==> config.mk <==
export PLATFORM = sky130hd
export DESIGN_NAME = gauss_seidel_linear_solver_top
export DESIGN_NICKNAME = d
export VERILOG_FILES = /design/src/hw/rtl/gsls_pkg.sv /design/src/hw/rtl/gsls_div.sv /design/src/hw/rtl/gsls_datapath.sv /design/src/hw/rtl/gsls_ctrl.sv /design/src/hw/rtl/gauss_seidel_linear_solver_top.sv
export SDC_FILE = /design/constraint.sdc
export NUM_CORES = 2
export LEC_CHECK = 0
export BUFFER_PORTS_ARGS = -buffer_cell sky130_fd_sc_hd__buf_4
export CAP_MARGIN = 20
export CORE_MARGIN = 8
export CORE_UTILIZATION = 61
export CTS_CLUSTER_DIAMETER = 50
export DETAILED_ROUTE_END_ITERATION = 6
export GPL_ROUTABILITY_DRIVEN = 0
export PLACE_DENSITY_LB_ADDON = 0.1
export SLEW_MARGIN = 20
export SYNTH_ARGS = -nofsm -noshare
export SYNTH_HDL_FRONTEND = slang
export SYNTH_SLANG_ARGS = --single-unit
==> constraint.sdc <==
create_clock -name clk_i -period 19.9 [get_ports clk_i]
set_input_delay 2.985 -clock clk_i [delete_from_list [all_inputs] [get_ports clk_i]]
set_output_delay 2.985 -clock clk_i [all_outputs]
set_load 0.02 [all_outputs]
==> src/hw/rtl/gsls_pkg.sv <==
// Shared types and constants of the Gauss-Seidel solver.
// No dependencies.
package gsls_pkg;
  localparam int MAX_ORDER = 8;

  localparam logic [1:0] FUNC_COEF  = 2'd0;
  localparam logic [1:0] FUNC_GUESS = 2'd1;
  localparam logic [1:0] FUNC_SOLVE = 2'd2;
  localparam logic [1:0] ST_CONV = 2'd0;
  localparam logic [1:0] ST_ZDIAG = 2'd1;
  localparam logic [1:0] ST_LIMIT = 2'd2;
  localparam logic [1:0] REG_ORDER = 2'd0;
  localparam logic [1:0] REG_TOL   = 2'd1;
  localparam logic [1:0] REG_LIMIT = 2'd2;

  typedef enum logic [3:0] {
    S_IDLE, S_SWEEP, S_ROWINIT, S_MAC, S_MACW, S_DIV, S_DIVW, S_UPD, S_EMIT
  } gsls_state_e;

  // Commands from controller to datapath.
  typedef struct packed {
    logic solve_init;   // clear sweep count and result index
    logic sweep_start;  // clear changed flag, count sweep
    logic row_init;     // point j at 0, latch the diagonal
    logic mac_rd;       // issue reads for a[i][j], x[j]
    logic mac_acc;      // load sum from b[i]*2^16
    logic div_start;
    logic upd;          // write x[i], update flag
    logic next_row;
    logic emit_rd;      // read x[k]
    logic emit_next;
  } gsls_cmd_t;

  typedef struct packed {
    logic j_done;
    logic diag_zero;
    logic div_done;
    logic row_last;
    logic changed;
    logic limit_hit;
  } gsls_sts_t;
endpackage

==> src/hw/rtl/gsls_div.sv <==
// Radix-2 restoring divider: 64-bit signed numerator by 16-bit signed divisor.
// Truncates toward zero and saturates to 32 bits. Depends on nothing.
module gsls_div (
  input  logic               clk_i,
  input  logic               rst_ni,
  input  logic               start_i,
  input  logic signed [63:0] num_i,
  input  logic signed [15:0] den_i,
  output logic               done_o,
  output logic signed [31:0] quo_o
);
  logic [63:0] rem_q, rem_d, quo_q, quo_d;
  logic [15:0] den_q, den_d;
  logic        neg_q, neg_d, busy_q, busy_d;
  logic [6:0]  cnt_q, cnt_d;
  logic [16:0] trial;
  logic [63:0] qs;

  always_comb begin
    rem_d = rem_q; quo_d = quo_q; den_d = den_q; neg_d = neg_q;
    busy_d = busy_q; cnt_d = cnt_q; trial = '0;
    done_o = 1'b0;
    if (start_i) begin
      quo_d = num_i[63] ? 64'(-num_i) : num_i;
      den_d = den_i[15] ? 16'(-den_i) : den_i;
      neg_d = num_i[63] ^ den_i[15];
      rem_d = '0; cnt_d = 7'd64; busy_d = 1'b1;
    end else if (busy_q) begin
      if (cnt_q != 7'd0) begin
        // The partial remainder stays below the divisor, so 17 bits suffice.
        trial = {rem_q[15:0], quo_q[63]};
        quo_d = {quo_q[62:0], 1'b0};
        if (trial >= {1'b0, den_q}) begin
          trial = trial - {1'b0, den_q};
          quo_d[0] = 1'b1;
        end
        rem_d = {47'd0, trial};
        cnt_d = cnt_q - 7'd1;
      end else begin
        busy_d = 1'b0;
        done_o = 1'b1;
      end
    end
  end

  always_comb begin
    qs = neg_q ? 64'(-quo_q) : quo_q;
    if (!neg_q && quo_q > 64'h7FFF_FFFF) quo_o = 32'sh7FFF_FFFF;
    else if (neg_q && quo_q > 64'h8000_0000) quo_o = -32'sh7FFF_FFFF - 32'sd1;
    else quo_o = qs[31:0];
  end

  always_ff @(posedge clk_i or negedge rst_ni) begin
    if (!rst_ni) begin
      busy_q <= 1'b0;
      cnt_q <= '0;
    end else begin
      busy_q <= busy_d;
      cnt_q <= cnt_d;
    end
  end
  always_ff @(posedge clk_i) begin
    rem_q <= rem_d; quo_q <= quo_d; den_q <= den_d; neg_q <= neg_d;
  end
endmodule

==> src/hw/rtl/gsls_datapath.sv <==
// Datapath: coefficient and estimate memories, multiply-accumulate, divider.
// Depends on gsls_pkg and gsls_div.
module gsls_datapath (
  input  logic               clk_i,
  input  logic               rst_ni,
  input  logic               coef_we_i,
  input  logic               guess_we_i,
  input  logic [2:0]         row_i,
  input  logic [3:0]         col_i,
  input  logic signed [15:0] coef_i,
  input  logic signed [31:0] guess_i,
  input  logic [3:0]         order_i,
  input  logic [15:0]        tol_i,
  input  logic [5:0]         limit_i,
  input  gsls_pkg::gsls_cmd_t cmd_i,
  output gsls_pkg::gsls_sts_t sts_o,
  output logic [2:0]         k_o,
  output logic signed [31:0] x_o
);
  localparam int MAX_ORDER = gsls_pkg::MAX_ORDER;
  localparam int IW = $clog2(MAX_ORDER);
  localparam int CW = $clog2(MAX_ORDER + 1);
  localparam int AD = MAX_ORDER * (MAX_ORDER + 1);
  localparam int AW = $clog2(AD);

  logic signed [15:0] amem [AD];
  logic signed [31:0] xmem [MAX_ORDER];
  logic signed [15:0] a_rd_q, diag_q;
  logic signed [31:0] x_rd_q, xold_q;
  logic signed [47:0] prod_q;
  logic signed [63:0] sum_q;
  logic [IW-1:0] i_q, k_q;
  logic [CW-1:0] j_q, n_c;
  logic [5:0]    sweep_q;
  logic          chg_q, acc_v_q, skip_q, acc_v2_q, skip2_q;
  logic          div_done;
  logic signed [31:0] quo;
  logic signed [32:0] delta;
  logic [32:0]   adelta;
  logic [AW-1:0] wa, ra;
  logic [CW-1:0] col_c;
  logic [IW:0]   row_ext;

  always_comb begin
    if (order_i == 4'd0) n_c = CW'(1);
    else if ({28'd0, order_i} > MAX_ORDER) n_c = CW'(MAX_ORDER);
    else n_c = CW'(order_i);
  end

  assign col_c = CW'(col_i);
  assign row_ext = (IW + 1)'(row_i);
  assign wa = AW'(row_i) * AW'(MAX_ORDER + 1) + AW'(col_i);
  assign ra = cmd_i.mac_rd ? AW'(i_q) * AW'(MAX_ORDER + 1) + AW'(j_q)
                           : AW'(i_q) * AW'(MAX_ORDER + 1) + AW'(n_c);

  always_ff @(posedge clk_i) begin
    if (coef_we_i && {1'b0, row_i} < 4'(MAX_ORDER) && {28'd0, col_i} <= MAX_ORDER &&
        row_ext < (IW + 1)'(MAX_ORDER) && col_c <= CW'(MAX_ORDER))
      amem[wa] <= coef_i;
    if (guess_we_i && {1'b0, row_i} < 4'(MAX_ORDER))
      xmem[IW'(row_i)] <= guess_i;
    else if (cmd_i.upd)
      xmem[i_q] <= quo;
    a_rd_q <= amem[ra];
    x_rd_q <= xmem[cmd_i.emit_rd ? k_q : (cmd_i.mac_rd ? IW'(j_q) : i_q)];
    if (cmd_i.row_init) diag_q <= amem[AW'(i_q) * AW'(MAX_ORDER + 1) + AW'(i_q)];
    prod_q <= a_rd_q * x_rd_q;
  end

  // Read of b[i] (in a_rd_q) happens in row_init's cycle; sum starts from b*2^16.
  // A product reaches the sum through the read and product registers, so the valid
  // and skip marks travel through two stages beside the read and product registers.
  always_ff @(posedge clk_i or negedge rst_ni) begin
    if (!rst_ni) begin
      i_q <= '0; j_q <= '0; k_q <= '0; sweep_q <= '0; chg_q <= 1'b0;
      acc_v_q <= 1'b0; skip_q <= 1'b0; acc_v2_q <= 1'b0; skip2_q <= 1'b0;
      sum_q <= '0; xold_q <= '0;
    end else begin
      acc_v_q <= cmd_i.mac_rd;
      skip_q <= (j_q == CW'(i_q));
      acc_v2_q <= acc_v_q;
      skip2_q <= skip_q;
      if (cmd_i.solve_init) begin
        sweep_q <= '0;
        k_q <= '0;
      end
      if (cmd_i.sweep_start) begin
        chg_q <= 1'b0;
        sweep_q <= sweep_q + 6'd1;
        i_q <= '0;
      end
      if (cmd_i.row_init) j_q <= '0;
      if (cmd_i.mac_rd) j_q <= j_q + CW'(1);
      if (cmd_i.mac_acc) sum_q <= {{32{a_rd_q[15]}}, a_rd_q, 16'd0};
      else if (acc_v2_q && !skip2_q) sum_q <= sum_q - 64'(prod_q);
      if (cmd_i.upd) begin
        if (adelta > {17'd0, tol_i} && sweep_q < limit_i) chg_q <= 1'b1;
      end
      if (cmd_i.next_row) i_q <= i_q + IW'(1);
      if (cmd_i.emit_next) k_q <= k_q + IW'(1);
      if (cmd_i.div_start) xold_q <= x_rd_q;
    end
  end

  gsls_div u_div (
    .clk_i, .rst_ni, .start_i(cmd_i.div_start), .num_i(sum_q), .den_i(diag_q),
    .done_o(div_done), .quo_o(quo)
  );

  assign delta = 33'(xold_q) - 33'(quo);
  assign adelta = delta[32] ? 33'(-delta) : delta;

  assign sts_o.j_done = (j_q == n_c);
  assign sts_o.diag_zero = (diag_q == 16'sd0);
  assign sts_o.div_done = div_done;
  assign sts_o.row_last = (CW'(i_q) == n_c - CW'(1));
  assign sts_o.changed = chg_q;
  assign sts_o.limit_hit = (sweep_q >= limit_i);
  assign k_o = 3'(k_q);
  assign x_o = x_rd_q;
endmodule

==> src/hw/rtl/gsls_ctrl.sv <==
// Controller state machine sequencing sweeps, rows and result emission.
// Depends on gsls_pkg.
module gsls_ctrl (
  input  logic clk_i,
  input  logic rst_ni,
  input  logic solve_i,
  input  logic out_ready_i,
  input  logic [3:0] n_i,
  input  logic [2:0] k_i,
  input  gsls_pkg::gsls_sts_t sts_i,
  output gsls_pkg::gsls_cmd_t cmd_o,
  output logic busy_o,
  output logic out_load_o,
  output logic [1:0] status_o,
  output logic last_o
);
  gsls_pkg::gsls_state_e state_q, state_d;
  logic [1:0] stat_q, stat_d;
  logic       pend_q, pend_d;

  always_ff @(posedge clk_i or negedge rst_ni) begin
    if (!rst_ni) begin
      state_q <= gsls_pkg::S_IDLE;
      stat_q <= gsls_pkg::ST_CONV;
      pend_q <= 1'b0;
    end else begin
      state_q <= state_d;
      stat_q <= stat_d;
      pend_q <= pend_d;
    end
  end

  always_comb begin
    state_d = state_q; stat_d = stat_q; pend_d = 1'b0;
    cmd_o = '0; out_load_o = 1'b0;
    case (state_q)
      gsls_pkg::S_IDLE: begin
        if (solve_i) begin
          cmd_o.solve_init = 1'b1;
          state_d = gsls_pkg::S_SWEEP;
        end
      end
      gsls_pkg::S_SWEEP: begin
        cmd_o.sweep_start = 1'b1;
        state_d = gsls_pkg::S_ROWINIT;
      end
      gsls_pkg::S_ROWINIT: begin
        // Reads b[i] and the diagonal; sum loads from b next cycle.
        cmd_o.row_init = 1'b1;
        state_d = gsls_pkg::S_MAC;
      end
      gsls_pkg::S_MAC: begin
        if (!pend_q) cmd_o.mac_acc = 1'b1;
        if (sts_i.diag_zero) begin
          stat_d = gsls_pkg::ST_ZDIAG;
          state_d = gsls_pkg::S_EMIT;
        end else if (!sts_i.j_done) begin
          cmd_o.mac_rd = 1'b1;
          pend_d = 1'b1;
        end else state_d = gsls_pkg::S_MACW;
      end
      gsls_pkg::S_MACW: begin
        // Drains the read and product registers into the sum.
        pend_d = pend_q;
        if (pend_q) begin
          state_d = gsls_pkg::S_DIV;
          pend_d = 1'b0;
        end else pend_d = 1'b1;
      end
      gsls_pkg::S_DIV: begin
        cmd_o.div_start = 1'b1;
        state_d = gsls_pkg::S_DIVW;
      end
      gsls_pkg::S_DIVW: if (sts_i.div_done) state_d = gsls_pkg::S_UPD;
      gsls_pkg::S_UPD: begin
        cmd_o.upd = 1'b1;
        if (!sts_i.row_last) begin
          cmd_o.next_row = 1'b1;
          state_d = gsls_pkg::S_ROWINIT;
        end else state_d = gsls_pkg::S_UPD;
        if (sts_i.row_last) begin
          cmd_o.upd = 1'b1;
          state_d = gsls_pkg::S_EMIT;
          pend_d = 1'b0;
          stat_d = gsls_pkg::ST_CONV;
        end
      end
      gsls_pkg::S_EMIT: begin
        // First cycle after the last row decides whether to sweep again.
        if (!pend_q && stat_q == gsls_pkg::ST_CONV && sts_i.changed && !sts_i.limit_hit) begin
          state_d = gsls_pkg::S_SWEEP;
        end else begin
          if (!pend_q && stat_q == gsls_pkg::ST_CONV && sts_i.limit_hit)
            stat_d = gsls_pkg::ST_LIMIT;
          // Each result is read into the read register and handed to the output
          // register in a later cycle; the read repeats while the output is full.
          cmd_o.emit_rd = 1'b1;
          pend_d = 1'b1;
          if (pend_q && out_ready_i) begin
            out_load_o = 1'b1;
            cmd_o.emit_next = 1'b1;
            pend_d = 1'b0;
            if ({1'b0, k_i} + 4'd1 == n_i) state_d = gsls_pkg::S_IDLE;
          end
        end
      end
      default: state_d = gsls_pkg::S_IDLE;
    endcase
  end

  assign busy_o = (state_q != gsls_pkg::S_IDLE);
  assign status_o = stat_q;
  assign last_o = ({1'b0, k_i} + 4'd1 == n_i);
endmodule

==> src/hw/rtl/gauss_seidel_linear_solver_top.sv <==
// Gauss-Seidel solver. Load items are accepted while the block is idle. A solve
// holds the input off; for n unknowns each sweep runs through the n rows, each row
// with reads and accumulation, then the 64-step divider, then one update. The n
// results then leave in index order through one output register, each read from
// the estimate memory before it is loaded there. Reset clears control state and
// sets configuration defaults; matrix and estimates are undefined until loaded.
module gauss_seidel_linear_solver_top (
  input  logic        clk_i,
  input  logic        rst_ni,
  input  logic        s_axis_tvalid,
  output logic        s_axis_tready,
  // tdata: row[2:0], col[6:3], coef_value[22:7], guess_value[54:23]
  input  logic [55:0] s_axis_tdata,
  // tuser: func[1:0]
  input  logic [1:0]  s_axis_tuser,
  output logic        m_axis_tvalid,
  input  logic        m_axis_tready,
  // tdata: unknown_index[2:0], solution_value[34:3]
  output logic [39:0] m_axis_tdata,
  // tuser: status[1:0]
  output logic [1:0]  m_axis_tuser,
  output logic        m_axis_tlast,
  input  logic        cfg_we_i,
  input  logic [1:0]  cfg_index_i,
  input  logic [15:0] cfg_data_i
);
  logic [3:0]  order_q;
  logic [15:0] tol_q;
  logic [5:0]  limit_q;
  logic        busy, out_load, last, acc;
  logic [1:0]  status;
  logic [2:0]  k;
  logic signed [31:0] x;
  logic [3:0]  n;
  gsls_pkg::gsls_cmd_t cmd;
  gsls_pkg::gsls_sts_t sts;
  logic        ov_q;
  logic [39:0] od_q;
  logic [1:0]  ou_q;
  logic        ol_q;

  always_ff @(posedge clk_i or negedge rst_ni) begin
    if (!rst_ni) begin
      order_q <= 4'd1; tol_q <= 16'd66; limit_q <= 6'd30;
    end else if (cfg_we_i) begin
      case (cfg_index_i)
        gsls_pkg::REG_ORDER: order_q <= cfg_data_i[3:0];
        gsls_pkg::REG_TOL:   tol_q <= cfg_data_i;
        gsls_pkg::REG_LIMIT: limit_q <= cfg_data_i[5:0];
        default: ;
      endcase
    end
  end

  always_comb begin
    if (order_q == 4'd0) n = 4'd1;
    else if ({28'd0, order_q} > gsls_pkg::MAX_ORDER) n = 4'(gsls_pkg::MAX_ORDER);
    else n = order_q;
  end

  assign s_axis_tready = !busy;
  assign acc = s_axis_tvalid && s_axis_tready;

  gsls_ctrl u_ctrl (
    .clk_i, .rst_ni,
    .solve_i(acc && s_axis_tuser == gsls_pkg::FUNC_SOLVE),
    .out_ready_i(!ov_q || m_axis_tready), .n_i(n), .k_i(k), .sts_i(sts),
    .cmd_o(cmd), .busy_o(busy), .out_load_o(out_load), .status_o(status), .last_o(last)
  );

  gsls_datapath u_dp (
    .clk_i, .rst_ni,
    .coef_we_i(acc && s_axis_tuser == gsls_pkg::FUNC_COEF),
    .guess_we_i(acc && s_axis_tuser == gsls_pkg::FUNC_GUESS),
    .row_i(s_axis_tdata[2:0]), .col_i(s_axis_tdata[6:3]),
    .coef_i(s_axis_tdata[22:7]), .guess_i(s_axis_tdata[54:23]),
    .order_i(order_q), .tol_i(tol_q), .limit_i(limit_q),
    .cmd_i(cmd), .sts_o(sts), .k_o(k), .x_o(x)
  );

  always_ff @(posedge clk_i or negedge rst_ni) begin
    if (!rst_ni) ov_q <= 1'b0;
    else if (out_load) ov_q <= 1'b1;
    else if (m_axis_tready) ov_q <= 1'b0;
  end
  always_ff @(posedge clk_i) begin
    if (out_load) begin
      od_q <= {5'd0, x, k};
      ou_q <= status;
      ol_q <= last;
    end
  end

  assign m_axis_tvalid = ov_q;
  assign m_axis_tdata = od_q;
  assign m_axis_tuser = ou_q;
  assign m_axis_tlast = ol_q;
endmodule

==> results.cfg <==
[finish]
final_nets = 8261
drive_gt1_share_pct = 17.9
area_delta_synth_final_pct = 10.4
seq_area_sq_um = 52600
final_cell_mix = edfxtp_1 (1543), nand2_1 (779), inv_1 (636)
final_common_cell = edfxtp_1
multiInputGateArea_sq_um = 44600
final_core_util_pct = 67.6
fillers = 11400

[drt]
viasPerCell = 6.41
vias = 62600
wl_per_cell_um = 27.3
drt-total-wl_um = 267000
drc = 1
drtIter0Drc = 6646
drtPass1Iterations = 7
postRouteAntennaNets = 0

[logic_synthesis]
synthFlopType = edfxtp_1
synth.distinct_cells = 80
yosysTopAreaCell = edfxtp_1
synth_top_area_share_pct = 46.0
synthesis.instances = 7293
synth_area_leaders = edfxtp_1 (46%), mux4_2 (13%), fa_1 (9.8%), dfrtp_1 (3.8%), ha_1 (3.4%)
yosys_warnings = 0
synth-edff-count = 1543
synth.yosys.seq_area_share_pct = 52.2
async_flop_share_pct = 8.77
syn_area_sq_um = 101000
syn_area_per_cell_sq_um = 13.8
synth-seq-cells = 1814

[clock_network]
cts_root_buf = clkbuf_16
hold_buffers = 0
clk_latency_ns = 0.84
cts.sinks = 1814
clockBufferDepth = 3
cts_tree = yes
clkSlewWorstSetupHoldPaths_ns = 0.06
numCtsBuffers = 192
cts_setup_buffers = 0
cts_htree_levels = 4
cts_resized = 0

[min_path]
hold_path_end = u_dp.skip2_q$_DFF_PN0_
hold_path_class = reg2reg
holdPathStages = 0
hold_start = u_dp.skip_q$_DFF_PN0_

[placed_design]
hpwl_um = 175000
port_buffers = 119

[grt]
grt_max_degree = 128
gr-total-overflow = 0
grt_pass1_vias = 64000
antenna_found_initial = 5
grt_pass1_wl_um = 401000
gr-usage-all-layers_pct = 29.7

[run]
drv_cap = 0

[sta]
fmax_mhz = 109
worst_pin_slew_ns = 1.17
period_needed_ns = 9.20
slew_headroom_pct = 21.6
finalMaxSlewViolations = 0
skew_ns = 0.103
setup_viol = 0
holdWs_ns = 0.352
finalHoldViolCount = 0
setup_tns_ns = 0
rsz0062_at_grt = no
fin_crit_sh_pct = 46.2

[floorplanning]
fp.coreArea_sq_um = 164000
num_io_pins = 126
rows = 149
dieArea_sq_um = 178000
start_util_pct = 61.2
fp.dieW_um = 422
dieHeight_um = 422

[status]
outcome = finished with violations
violations = DRC

[worst_setup_path]
crit_fanout = 31
worstPathRequired_ns = 20.60
r2r_slack_ns = 10.70
cp_slowest_stage_delay_ns = 0.59
start_kind = flop
crit_arrival_ns = 9.90
cp_common_cell = o21ai_0
ff2ff_path_depth = 33
crit_type = reg2reg
worstReg2RegStart = u_dp.u_div.quo_q[5]$_DFFE_PP_
worst_setup_path_end_kind = flop
slowest_stage = o21ai_0
timing.rr.end = u_dp.chg_q$_DFF_PN0_
-- Yosys cell counts, types with 88 or more instances --
library cell  number
a21o_1            88
a21oi_1          273
and2_1           230
clkbuf_1         297
dfrtp_1          152
dfxtp_1          112
edfxtp_1        1543
fa_1             491
ha_1             272
inv_1            638
mux4_2           576
nand2_1          779
nor2_1           279
o21ai_0          337
xnor2_1          158
xor2_1           122
-- final cells by class --
type | count | area share [%]
Inverter | 640 | 2.16
Clock buffer | 241 | 4.63
Clock inverter | 116 | 1.22
Tap cell | 2189 | 2.47
Antenna cell | 2 | 0.00451
Sequential cell | 1814 | 47.3
Multi-Input combinational cell | 4481 | 40.2
Timing Repair Buffer | 288 | 2.01
-- state kept, by name (all words and copies together) (netlist names), 3 cells and up --
signal            cells
u_dp.amem          1152
u_dp.xmem           256
u_dp.sum_q           64
u_dp.u_div.quo_q     64
u_dp.prod_q          48
m_axis_tdata         35
u_dp.x_o             32
u_dp.xold_q          32
tol_q                16
u_dp.a_rd_q          16
u_dp.diag_q          16
u_dp.u_div.den_q     16
u_dp.u_div.rem_q     16
u_dp.u_div.cnt_q      7
limit_q               6
u_dp.sweep_q          6
order_q               4
u_ctrl.state_q        4
u_dp.j_q              4
u_dp.i_q              3
u_dp.k_o              3
-- routing by layer --
| metal | wire (um) | track usage, % |
|---|---|---|
| met1 | 97900 | 37.6 |
| met2 | 136000 | 51.2 |
| met3 | 19800 | 4.46 |
| met4 | 13400 | 13.2 |
| met5 | 0 | 0 |
-- worst max-delay path by stage --
stage | end | cells past startpoint | from | slack (ns)
after global routing | u_dp.chg_q$_DFF_PN0_ | 33 | u_dp.u_div.quo_q[5]$_DFFE_PP_ | 10.18
after CTS | u_dp.chg_q$_DFF_PN0_ | 33 | u_dp.u_div.quo_q[5]$_DFFE_PP_ | 10.87
after detailed placement | u_dp.chg_q$_DFF_PN0_ | 33 | u_dp.u_div.quo_q[6]$_DFFE_PP_ | 10.93
final | u_dp.chg_q$_DFF_PN0_ | 33 | u_dp.u_div.quo_q[5]$_DFFE_PP_ | 10.70
after floorplan | u_dp.chg_q$_DFF_PN0_ | 34 | u_dp.u_div.quo_q[5]$_DFFE_PP_ | 11.67
after global placement | u_dp.chg_q$_DFF_PN0_ | 33 | u_dp.u_div.quo_q[6]$_DFFE_PP_ | 11.00
-- per-stage QoR --
stage / std cells / cell area [sq um] / worst slack (ns)
6_report: 9771 / 111000 / 10.70
5_1_grt: 9769 / 111000 / 10.18
4_1_cts: 9768 / 111000 / 10.87
3_5_place_dp: 9411 / 105000 / 10.93
3_3_place_gp: 9410 / 105000 / 11.00
2_1_floorplan: 7297 / 101000 / 11.67
-- worst max-delay path: cells and delay by family (launching register included) --
kind | cells | cell delay, ns
compound gates | 17 | 3.67
fa+ha+maj | 2 | 0.75
buf+inv | 2 | 0.59
flops | 1 | 0.44
simple gates | 12 | 3.59
-- kinds of logic (layout without fill, tap and decap cells) --
group | after synthesis | in the layout | share of synthesized area [%]
AOI/OAI and AO/OA | 1032 | 1032 | 6.25
xor gates and xnor gates | 280 | 280 | 2.44
adders and majority gates | 763 | 763 | 13.1
buffers and inverters | 1002 | 1285 | 3.78
DFF | 1814 | 1814 | 52.2
muxes | 701 | 701 | 14.2
other | 1 | 7 | 0.00373
and+or+nand+nor | 1700 | 1700 | 7.92
Power is left out: the tool's default activity adds up to more than one toggle a clock period on the data nets, which glitch-free logic cannot reach.
